### src/sv/otld_pkg.sv
// ----------------------------------------------------------------------------
// Ordered task list dispatcher package
// Sizes, request and status codes, and the per-cell control struct shared by
// the cells, the top level and the checker.
// ----------------------------------------------------------------------------
package otld_pkg;

	localparam int MAX_TASKS    = 8;
	localparam int TASK_ID_BITS = 8;

	// Count and cursor must hold MAX_TASKS itself; an index only needs the depth.
	localparam int CNT_W = $clog2(MAX_TASKS + 1);
	localparam int IDX_W = (MAX_TASKS > 1) ? $clog2(MAX_TASKS) : 1;

	typedef logic [TASK_ID_BITS-1:0] id_t;
	typedef logic [CNT_W-1:0]        cnt_t;
	typedef logic [IDX_W-1:0]        idx_t;

	typedef enum logic [1:0] {
		REQ_ADD      = 2'd0,
		REQ_REMOVE   = 2'd1,
		REQ_DISPATCH = 2'd2
	} req_t;

	typedef enum logic [2:0] {
		ST_OK        = 3'd0,
		ST_PRESENT   = 3'd1,
		ST_FULL      = 3'd2,
		ST_NOT_FOUND = 3'd3,
		ST_EMPTY     = 3'd4
	} status_t;

	// Write controls that the top level sends to every cell.
	typedef struct packed {
		logic load;      // take the request identifier
		logic shift_en;  // a remove is under way: cells at or past the hit take the neighbor
	} cell_ctl_t;

endpackage

### src/sv/ordered_task_list_dispatcher.sv
// ----------------------------------------------------------------------------
// Ordered task list dispatcher
// Keeps a compacted, ordered list of task identifiers in a row of cells and
// hands them out round robin on dispatch requests.
// ----------------------------------------------------------------------------
//
//   Channel   Handshake           Payload
//   --------  ------------------  -------------------------------------------
//   request   start / busy        req_type, task_id
//   result    done (one cycle)    status, next_task, next_valid, task_count
//
// Every request is accepted at the edge where start is high and busy is low,
// and its result shows in the next cycle with done high. The cell row compares
// all entries and closes a remove gap in one step, so busy stays low and a new
// request may be accepted in every cycle.
// Reset (arst_n low) empties the list, clears the cursor and the restart mark
// and drops done. The receiver cannot stall: each result is taken when shown.
//
module ordered_task_list_dispatcher (
	input  logic       clk,
	input  logic       arst_n,
	input  logic       start,
	output logic       busy,
	input  logic [1:0] req_type,
	input  logic [7:0] task_id,
	output logic       done,
	output logic [2:0] status,
	output logic [7:0] next_task,
	output logic       next_valid,
	output logic [3:0] task_count
);

	// List state.
	otld_pkg::cnt_t count_q;
	otld_pkg::cnt_t cursor_q;
	logic           restart_q;

	// Result register.
	logic              done_q;
	otld_pkg::status_t status_q;
	otld_pkg::id_t     next_q;
	logic              valid_q;

	// Cell row wiring.
	otld_pkg::id_t     key;
	otld_pkg::id_t     ids  [otld_pkg::MAX_TASKS];
	logic              seen [otld_pkg::MAX_TASKS+1];
	otld_pkg::cell_ctl_t ctl [otld_pkg::MAX_TASKS];
	logic              found;

	// Decoded request and next state.
	logic              accept;
	logic              add_ok;
	logic              rem_ok;
	otld_pkg::cnt_t    count_d;
	otld_pkg::cnt_t    cursor_d;
	logic              restart_d;
	otld_pkg::cnt_t    eff_cur;
	otld_pkg::status_t status_d;
	otld_pkg::id_t     next_d;
	logic              valid_d;

	assign busy   = 1'b0;
	assign accept = start && !busy;
	assign key    = task_id[otld_pkg::TASK_ID_BITS-1:0];

	// The hit mark runs up the row from the first cell; the last output tells
	// whether the identifier is in the list at all.
	assign seen[0] = 1'b0;
	assign found   = seen[otld_pkg::MAX_TASKS];

	for (genvar i = 0; i < otld_pkg::MAX_TASKS; i++) begin : g_cell
		otld_pkg::id_t nbr;

		if (i + 1 < otld_pkg::MAX_TASKS) begin : g_mid
			assign nbr = ids[i+1];
		end else begin : g_end
			assign nbr = ids[i];
		end

		// An add lands in the first free cell, right at the count.
		assign ctl[i].load     = add_ok && (count_q == otld_pkg::cnt_t'(i));
		assign ctl[i].shift_en = rem_ok;

		otld_cell u_cell (
			.clk     (clk),
			.live    (otld_pkg::cnt_t'(i) < count_q),
			.key     (key),
			.ctl     (ctl[i]),
			.seen_in (seen[i]),
			.nbr_id  (nbr),
			.seen_out(seen[i+1]),
			.id      (ids[i])
		);
	end

	// The restart mark, or a cursor that has run past the end (after removes),
	// sends the dispatch back to the first entry.
	assign eff_cur = (restart_q || (cursor_q >= count_q)) ? '0 : cursor_q;

	always_comb begin
		add_ok    = 1'b0;
		rem_ok    = 1'b0;
		count_d   = count_q;
		cursor_d  = cursor_q;
		restart_d = restart_q;
		status_d  = otld_pkg::ST_OK;
		next_d    = '0;
		valid_d   = 1'b0;
		if (accept) begin
			unique case (req_type)
				otld_pkg::REQ_ADD: begin
					if (found) begin
						status_d = otld_pkg::ST_PRESENT;
					end else if (count_q >= otld_pkg::cnt_t'(otld_pkg::MAX_TASKS)) begin
						status_d = otld_pkg::ST_FULL;
					end else begin
						add_ok  = 1'b1;
						count_d = count_q + otld_pkg::cnt_t'(1);
					end
				end
				otld_pkg::REQ_REMOVE: begin
					if (!found) begin
						status_d = otld_pkg::ST_NOT_FOUND;
					end else begin
						rem_ok    = 1'b1;
						count_d   = count_q - otld_pkg::cnt_t'(1);
						restart_d = 1'b1;
					end
				end
				otld_pkg::REQ_DISPATCH: begin
					restart_d = 1'b0;
					if (count_q == '0) begin
						status_d = otld_pkg::ST_EMPTY;
						cursor_d = '0;
					end else begin
						next_d   = ids[eff_cur[otld_pkg::IDX_W-1:0]];
						valid_d  = 1'b1;
						cursor_d = eff_cur + otld_pkg::cnt_t'(1);
					end
				end
				default: begin
					// Undefined request type: answered with ok, nothing changes.
				end
			endcase
		end
	end

	always_ff @(posedge clk or negedge arst_n) begin
		if (!arst_n) begin
			count_q   <= '0;
			cursor_q  <= '0;
			restart_q <= 1'b0;
			done_q    <= 1'b0;
		end else begin
			count_q   <= count_d;
			cursor_q  <= cursor_d;
			restart_q <= restart_d;
			done_q    <= accept;
		end
	end

	always_ff @(posedge clk) begin
		status_q <= status_d;
		next_q   <= next_d;
		valid_q  <= valid_d;
	end

	assign done       = done_q;
	assign status     = status_q;
	assign next_task  = 8'(next_q);
	assign next_valid = valid_q;
	assign task_count = 4'(count_q);

endmodule

### src/sv/otld_cell.sv
// ----------------------------------------------------------------------------
// Task list cell
// Holds one list entry, compares it with the request identifier, and passes
// the "hit seen so far" mark and its entry along the row.
// ----------------------------------------------------------------------------
module otld_cell (
	input  logic              clk,
	input  logic              live,      // entry lies below the current count
	input  otld_pkg::id_t     key,
	input  otld_pkg::cell_ctl_t ctl,
	input  logic              seen_in,   // a hit exists in an earlier cell
	input  otld_pkg::id_t     nbr_id,    // entry of the next cell up the row
	output logic              seen_out,
	output otld_pkg::id_t     id
);

	otld_pkg::id_t id_q;
	logic          hit;

	assign hit      = live && (id_q == key);
	assign seen_out = seen_in || hit;
	assign id       = id_q;

	// On remove, every cell from the matching one upward takes its neighbor,
	// which closes the gap in one step.
	always_ff @(posedge clk) begin
		if (ctl.load) begin
			id_q <= key;
		end else if (ctl.shift_en && seen_out) begin
			id_q <= nbr_id;
		end
	end

endmodule

### config.mk
export PLATFORM = sky130hd
export DESIGN_NAME = ordered_task_list_dispatcher
export DESIGN_NICKNAME = d
export VERILOG_FILES = /design/src/sv/otld_pkg.sv /design/src/sv/ordered_task_list_dispatcher.sv /design/src/sv/otld_cell.sv
export SDC_FILE = /design/constraint.sdc
export NUM_CORES = 1
export LEC_CHECK = 0
export BUFFER_PORTS_ARGS = -buffer_cell sky130_fd_sc_hd__buf_2
export CAP_MARGIN = 20
export CORE_ASPECT_RATIO = 1.75
export CORE_MARGIN = 3
export CORE_UTILIZATION = 45
export CTS_BUF_LIST = sky130_fd_sc_hd__clkbuf_4 sky130_fd_sc_hd__clkbuf_8
export DETAILED_ROUTE_END_ITERATION = 10
export PLACE_DENSITY = 0.69
export SYNTH_ARGS = -nofsm -noshare
export SYNTH_HDL_FRONTEND = slang
export SYNTH_SLANG_ARGS = --single-unit
### constraint.sdc
create_clock -name clk -period 4.2 [get_ports clk]
set_input_delay 1.05 -clock clk [delete_from_list [all_inputs] [get_ports clk]]
set_output_delay 1.05 -clock clk [all_outputs]
set_load 0.02 [all_outputs]
* After elaboration in Yosys (flattened, before gate mapping)
Index checks and enable logic that the tools add are counted.
** Word-level totals
- Register bits :: 86
- Output and inout bits :: 18
** Operators by class
- $add $sub $neg :: 3
- Order comparisons :: 11
- Eq/ne operators :: 20
- Multiplexer cells :: 38
- Bitwise logic cells :: 3
- Reduce and logical (&&, ||, !) cells :: 46
** Operators by type and width (number)
- two-way mux 8 bit :: 16
- equality test 8 bit :: 8
- binary-select mux 8 bit (select 3 bit) :: 1
- logical AND 1 bit :: 23
- two-way mux 4 bit :: 5
- nonzero test 2 bit :: 9
- equality test 4 x 3 -> 1 bit (second input constant) :: 4
- less-than comparator 3 x 4 -> 1 bit (first input constant) :: 4
- two-way mux 1 bit :: 9
- one-hot mux 3 bit (3 select lines) :: 1
- adder 4 x 1 -> 4 bit (second input constant) :: 2
- equality test 4 x 2 -> 1 bit (second input constant) :: 2
- >= comparator 4 bit (second input constant) :: 2
- logical OR 1 bit :: 8
- less-than comparator 1 x 4 -> 1 bit (first input constant) :: 2
- less-than comparator 2 x 4 -> 1 bit (first input constant) :: 2
- one-hot mux 4 bit (2 select lines) :: 1
- two-way mux 2 bit :: 3
- inequality test 2 bit (second input constant) :: 3
- AND reduction 5 bit :: 1
- equality test 4 x 1 -> 1 bit (second input constant) :: 1
- >= comparator 4 bit :: 1
- logical NOT 4 bit :: 1
- NOT 3 -> 4 bit :: 1
- 10 further kinds :: 11

* Depth between registers and ports, before layout
- Word-level depth :: 15
- Gate-level depth with buffers :: 13
- Mapped depth without buffers :: 11

* Cells and area by module
A second synthesis with hierarchy kept.
** Second synthesis, totals
- Cells, all modules :: 450
- Area total of the unflattened synthesis :: 5475.3 µm²
** By module, submodules not included
- otld_cell :: times used 8, cells each 31, area an instance 450.4 µm², seq. area each 240.2 µm²
- ordered_task_list_dispatcher :: times used 1, cells each 202, area an instance 1871.8 µm², seq. area each 490.5 µm²

* Worst setup path before layout
OpenSTA, ideal clock, no wires.
- Path kind :: input -> register
- Start :: input port task_id[2]
- End :: register g_cell[1].u_cell.id_q[0] (enable)
- Data arrival time :: 3387 ps
- Path slack :: 429 ps
- Stages on the path :: 9
- Buffers on the path :: 2
- Cells stage by stage :: buf_2 > xor2_1 > or4_1 > and3_4 > nor4b_4 > o41a_1 > buf_2 > or2_2 > o21ai_0
** On the way
- Cells in the longest elaborated chain, start to end :: 14
** RTL lines
- start: declaration :: line ordered_task_list_dispatcher.sv:25 : input logic [7:0] task_id,
- equality test 8 bit :: line otld_cell.sv:20 : assign hit = live && (id_q == key);
- logical AND 1 bit :: line otld_cell.sv:20
- logical OR 1 bit (7 in series) :: line otld_cell.sv:21 : assign seen_out = seen_in || hit;
- two-way mux 1 bit, on equally long branches :: line ordered_task_list_dispatcher.sv:113, ordered_task_list_dispatcher.sv:123
- two-way mux 1 bit :: line ordered_task_list_dispatcher.sv:111 : unique case (req_type)
- two-way mux 1 bit :: line ordered_task_list_dispatcher.sv:110 : if (accept) begin
- logical AND 1 bit, on equally long branches :: line ordered_task_list_dispatcher.sv:82, otld_cell.sv:29
- nonzero test 2 bit (no source line) (*)
- end signal: assignment :: line otld_cell.sv:28 : id_q <= key;
- end signal: assignment :: line otld_cell.sv:30 : id_q <= nbr_id;
- end: declaration :: line otld_cell.sv:17 : otld_pkg::id_t id_q;
Every way passes the cells marked *; elsewhere a longest branch is shown, timed or not.
A chain may end at the register's enable or synchronous reset.

* Worst setup path in the final report
- Start :: input port task_id[4]
- End :: register g_cell[1].u_cell.id_q[7] (enable)
Same word-level chain as after synthesis.

==> flow_metrics.py <==
metrics = {
    "global_routing": {
        "use_met3_pct": 4.68,
        "grt_pass1_wl_mm": 21.9,
        "grt_usage_pct": 23.1,
        "top_usage_layer": "met2",
        "met1_usage_pct": 25.0,
        "gr-total-overflow": 0,
        "grt_pass1_vias": 3749,
        "antenna_found_initial": 0,
        "grt_max_degree": 25,
        "grt_use_met2_pct": 38.5,
    },
    "detailed_routing": {
        "drt_wl_total_mm": 14.2,
        "drc": 0,
        "detail_route.wl_per_cell_um": 23.7,
        "firstDrtPassIters": 5,
        "drtIter0Drc": 340,
        "via_count": 3651,
        "via_per_inst": 6.07,
        "antenna_left": 0,
    },
    "clocking": {
        "post_cts_buffers": 0,
        "post_cts_resized": 0,
        "cts_buffers": 9,
        "cts_hold_buf": 0,
        "tritoncts": "built",
        "clk_pin_slew_ns": 0.09,
        "cts_root_buf": "clkbuf_8",
        "htreeDepth": 3,
        "cts_max_path_buffers": 2,
        "clk_latency_ns": 0.38,
        "clkSinkCount": 86,
    },
    "floorplanning": {
        "core-area_um2": 11400,
        "die_x_um": 88.2,
        "rows": 51,
        "io_pins": 31,
        "fp.dieArea_um2": 13200,
        "start_util_pct": 46.8,
        "die_h_um": 150,
    },
    "power": {
        "p_leak_uw": 0.00209,
        "p_per_area_nw_per_um2": 498,
        "ir_drop_v": 0.000293,
    },
    "timing": {
        "max_slew_margin_pct": 54.3,
        "finalHoldViolCount": 0,
        "min_period_over_period_pct": 84.4,
        "timing.fmax_ghz": 0.282,
        "finalCriticalPeriod_ns": 3.55,
        "fin_tns_setup_ns": 0,
        "whs_ns": 0.498,
        "fin_skew_ns": 0.0122,
        "setup_viol": 0,
        "rsz0062_at_grt": "false",
        "final_max_slew_viol_count": 0,
        "worst_slew_pin_slew_ns": 0.684,
    },
    "finish": {
        "n_antenna_cell": 0,
        "final_cell_mix": "mux2_2, edfxtp_1, xnor2_1",
        "drive_gt1_share_pct": 30.1,
        "area_delta_synth_final_pct": 6.59,
        "fin_nets": 486,
    },
    "logic_synthesis": {
        "netlist_instances": 449,
        "yosysSeqAreaShare_pct": 45.3,
        "synth_flop_cell": "edfxtp_1",
        "syn_avg_cell_area_um2": 11.8,
        "synth_edf_count": 64,
        "synth_xor_area_share_pct": 11.5,
        "synth_simple_gate_area_share_pct": 10.4,
        "synth-seq-cells": 86,
        "syn-num-nets": 471,
        "synth_compound_area_share_pct": 8.25,
        "synth_mux_area_share_pct": 17.9,
        "synthAdderAreaFrac_pct": 2.12,
        "synth_cell_types": 57,
        "netlist_area_um2": 5320,
        "ys_warn_count": 0,
        "synthArstFlopShare_pct": 11.6,
        "synth_top_family_by_area": "multiplexers",
    },
    "min_path": {
        "holdPathStages": 1,
        "hp-class": "reg2reg",
    },
    "critical_path": {
        "end_kind": "register",
        "path_max_fanout": 16,
        "r2r_end": "g_cell[5].u_cell.id[5]$_DFFE_PP_",
        "cp.required_ns": 4.29,
        "r2r_setup_slack_ns": 0.78,
        "startpoint_type": "primary input",
        "r2r-start": "task_count[1]$_DFFE_PN0P_",
        "crit_path_start": "task_id[4]",
        "worstRegToRegCells": 10,
        "endpoint": "g_cell[1].u_cell.id[7]$_DFFE_PP_",
        "crit_type": "in2reg",
        "crit_arrival_ns": 3.64,
    },
    "job": {
        "drv_cap": 0,
    },
    "run_status": {
        "status": "finished clean",
    },
    "place": {
        "gp_congestion": 1.01,
        "numPortBuffers": 29,
        "dp_hpwl_mm": 10.6,
    },
}
-- worst min path at each step --
stage	slack, ns	startpoint	endpoint
2_1_floorplan	0.44	restart_q$_DFFE_PN0P_	restart_q$_DFFE_PN0P_
3_3_place_gp	0.47	cursor_q[3]$_DFFE_PN0P_	cursor_q[3]$_DFFE_PN0P_
3_5_place_dp	0.49	restart_q$_DFFE_PN0P_	restart_q$_DFFE_PN0P_
4_1_cts	0.50	cursor_q[3]$_DFFE_PN0P_	cursor_q[3]$_DFFE_PN0P_
5_1_grt	0.52	cursor_q[3]$_DFFE_PN0P_	cursor_q[3]$_DFFE_PN0P_
6_report	0.50	cursor_q[3]$_DFFE_PN0P_	cursor_q[3]$_DFFE_PN0P_
-- final cells by class --
type                    instances  area, um^2
fillers                      1015        5690
flip-flops and latches         86        2410
well taps                     132         165
inverters                       8        30.0
clock buffers                   9         124
multi-input cells             321        2670
clock inverters                 7        56.3
repair buffers                 38         210
-- worst max-delay path, cell delays in order --
cell     delay [ns]
buf_2          0.36
xor2_1         0.17
nor4_1         0.38
nand3_1        0.21
and3_4         0.21
nor4b_4        0.14
o41a_1         0.27
or2_2          0.39
o21ai_0        0.22
buf_4          0.21
-- where the power goes --
part	switching (uW)	leakage (uW)	internal, uW	total, uW
Combinational	715	0.00120	474	1190
Clock	323	0.0000946	221	544
Sequential	98.7	0.000795	992	1090
-- per-layer routing --
layer  part of all wire (%)  wire (um)  vias up
met2                     52       7360      145
met1                     35       4960     1785
met3                    5.4        763       55
li1                       -          -     1666
met4                    8.0       1140        0
met5                      0          0        -
-- kinds of logic after synthesis --
group | after synthesis
adder cells (fa/ha/maj) | 9
other | 1
flip-flops | 86
multiplexers | 83
XOR/XNOR | 68
AND/OR/NAND/NOR | 94
buffers and inverters | 42
AO/OA/AOI/OAI | 66
-- sequential cells by signal, summed over array words and instances (netlist names) --
name              flops
task_count            4
next_task             8
status                3
cursor_q              4
done                  1
g_cell.u_cell.id     64
next_valid            1
restart_q             1
-- Yosys cell counts (4+ instances only) --
| library cell | n | area, um^2 |
|---|---|---|
| xor2_1 | 21 | 184 |
| buf_4 | 6 | 45.0 |
| buf_2 | 14 | 70.1 |
| and2_1 | 5 | 31.3 |
| buf_6 | 5 | 56.3 |
| ha_1 | 9 | 113 |
| a21oi_1 | 22 | 110 |
| nand2b_1 | 5 | 31.3 |
| nand3_1 | 9 | 45.0 |
| xnor2_1 | 45 | 394 |
| a221oi_1 | 5 | 43.8 |
| clkbuf_1 | 8 | 30.0 |
| nor2_1 | 19 | 71.3 |
| dfrtp_1 | 10 | 250 |
| nand3_2 | 5 | 50.1 |
| o22a_1 | 5 | 43.8 |
| o21ai_0 | 10 | 50.1 |
| a22oi_1 | 4 | 30.0 |
| mux2i_1 | 11 | 110 |
| mux2_4 | 8 | 120 |
| nand4_1 | 6 | 37.5 |
| nand2_1 | 17 | 63.8 |
| mux2_2 | 64 | 721 |
| dfxtp_1 | 12 | 240 |
| inv_1 | 8 | 30.0 |
| edfxtp_1 | 64 | 1920 |
| nor4_1 | 6 | 37.5 |
-- per-stage QoR --
| step | total power [uW] | std cells | util, % | cell area, um^2 | setup slack [ns] |
|---|---|---|---|---|---|
| floorplan | 1960 | 449 | - | 5320 | 0.429 |
| global placement | 2260 | 584 | 48.3 | 5490 | 0.377 |
| detailed placement | 2280 | 584 | 48.3 | 5490 | 0.306 |
| CTS | 2820 | 600 | 49.9 | 5670 | 0.682 |
| global route | 2990 | 601 | 49.9 | 5670 | 0.450 |
| finish | 2820 | 601 | 49.9 | 5670 | 0.654 |
Power figures use the tool's default switching activity.
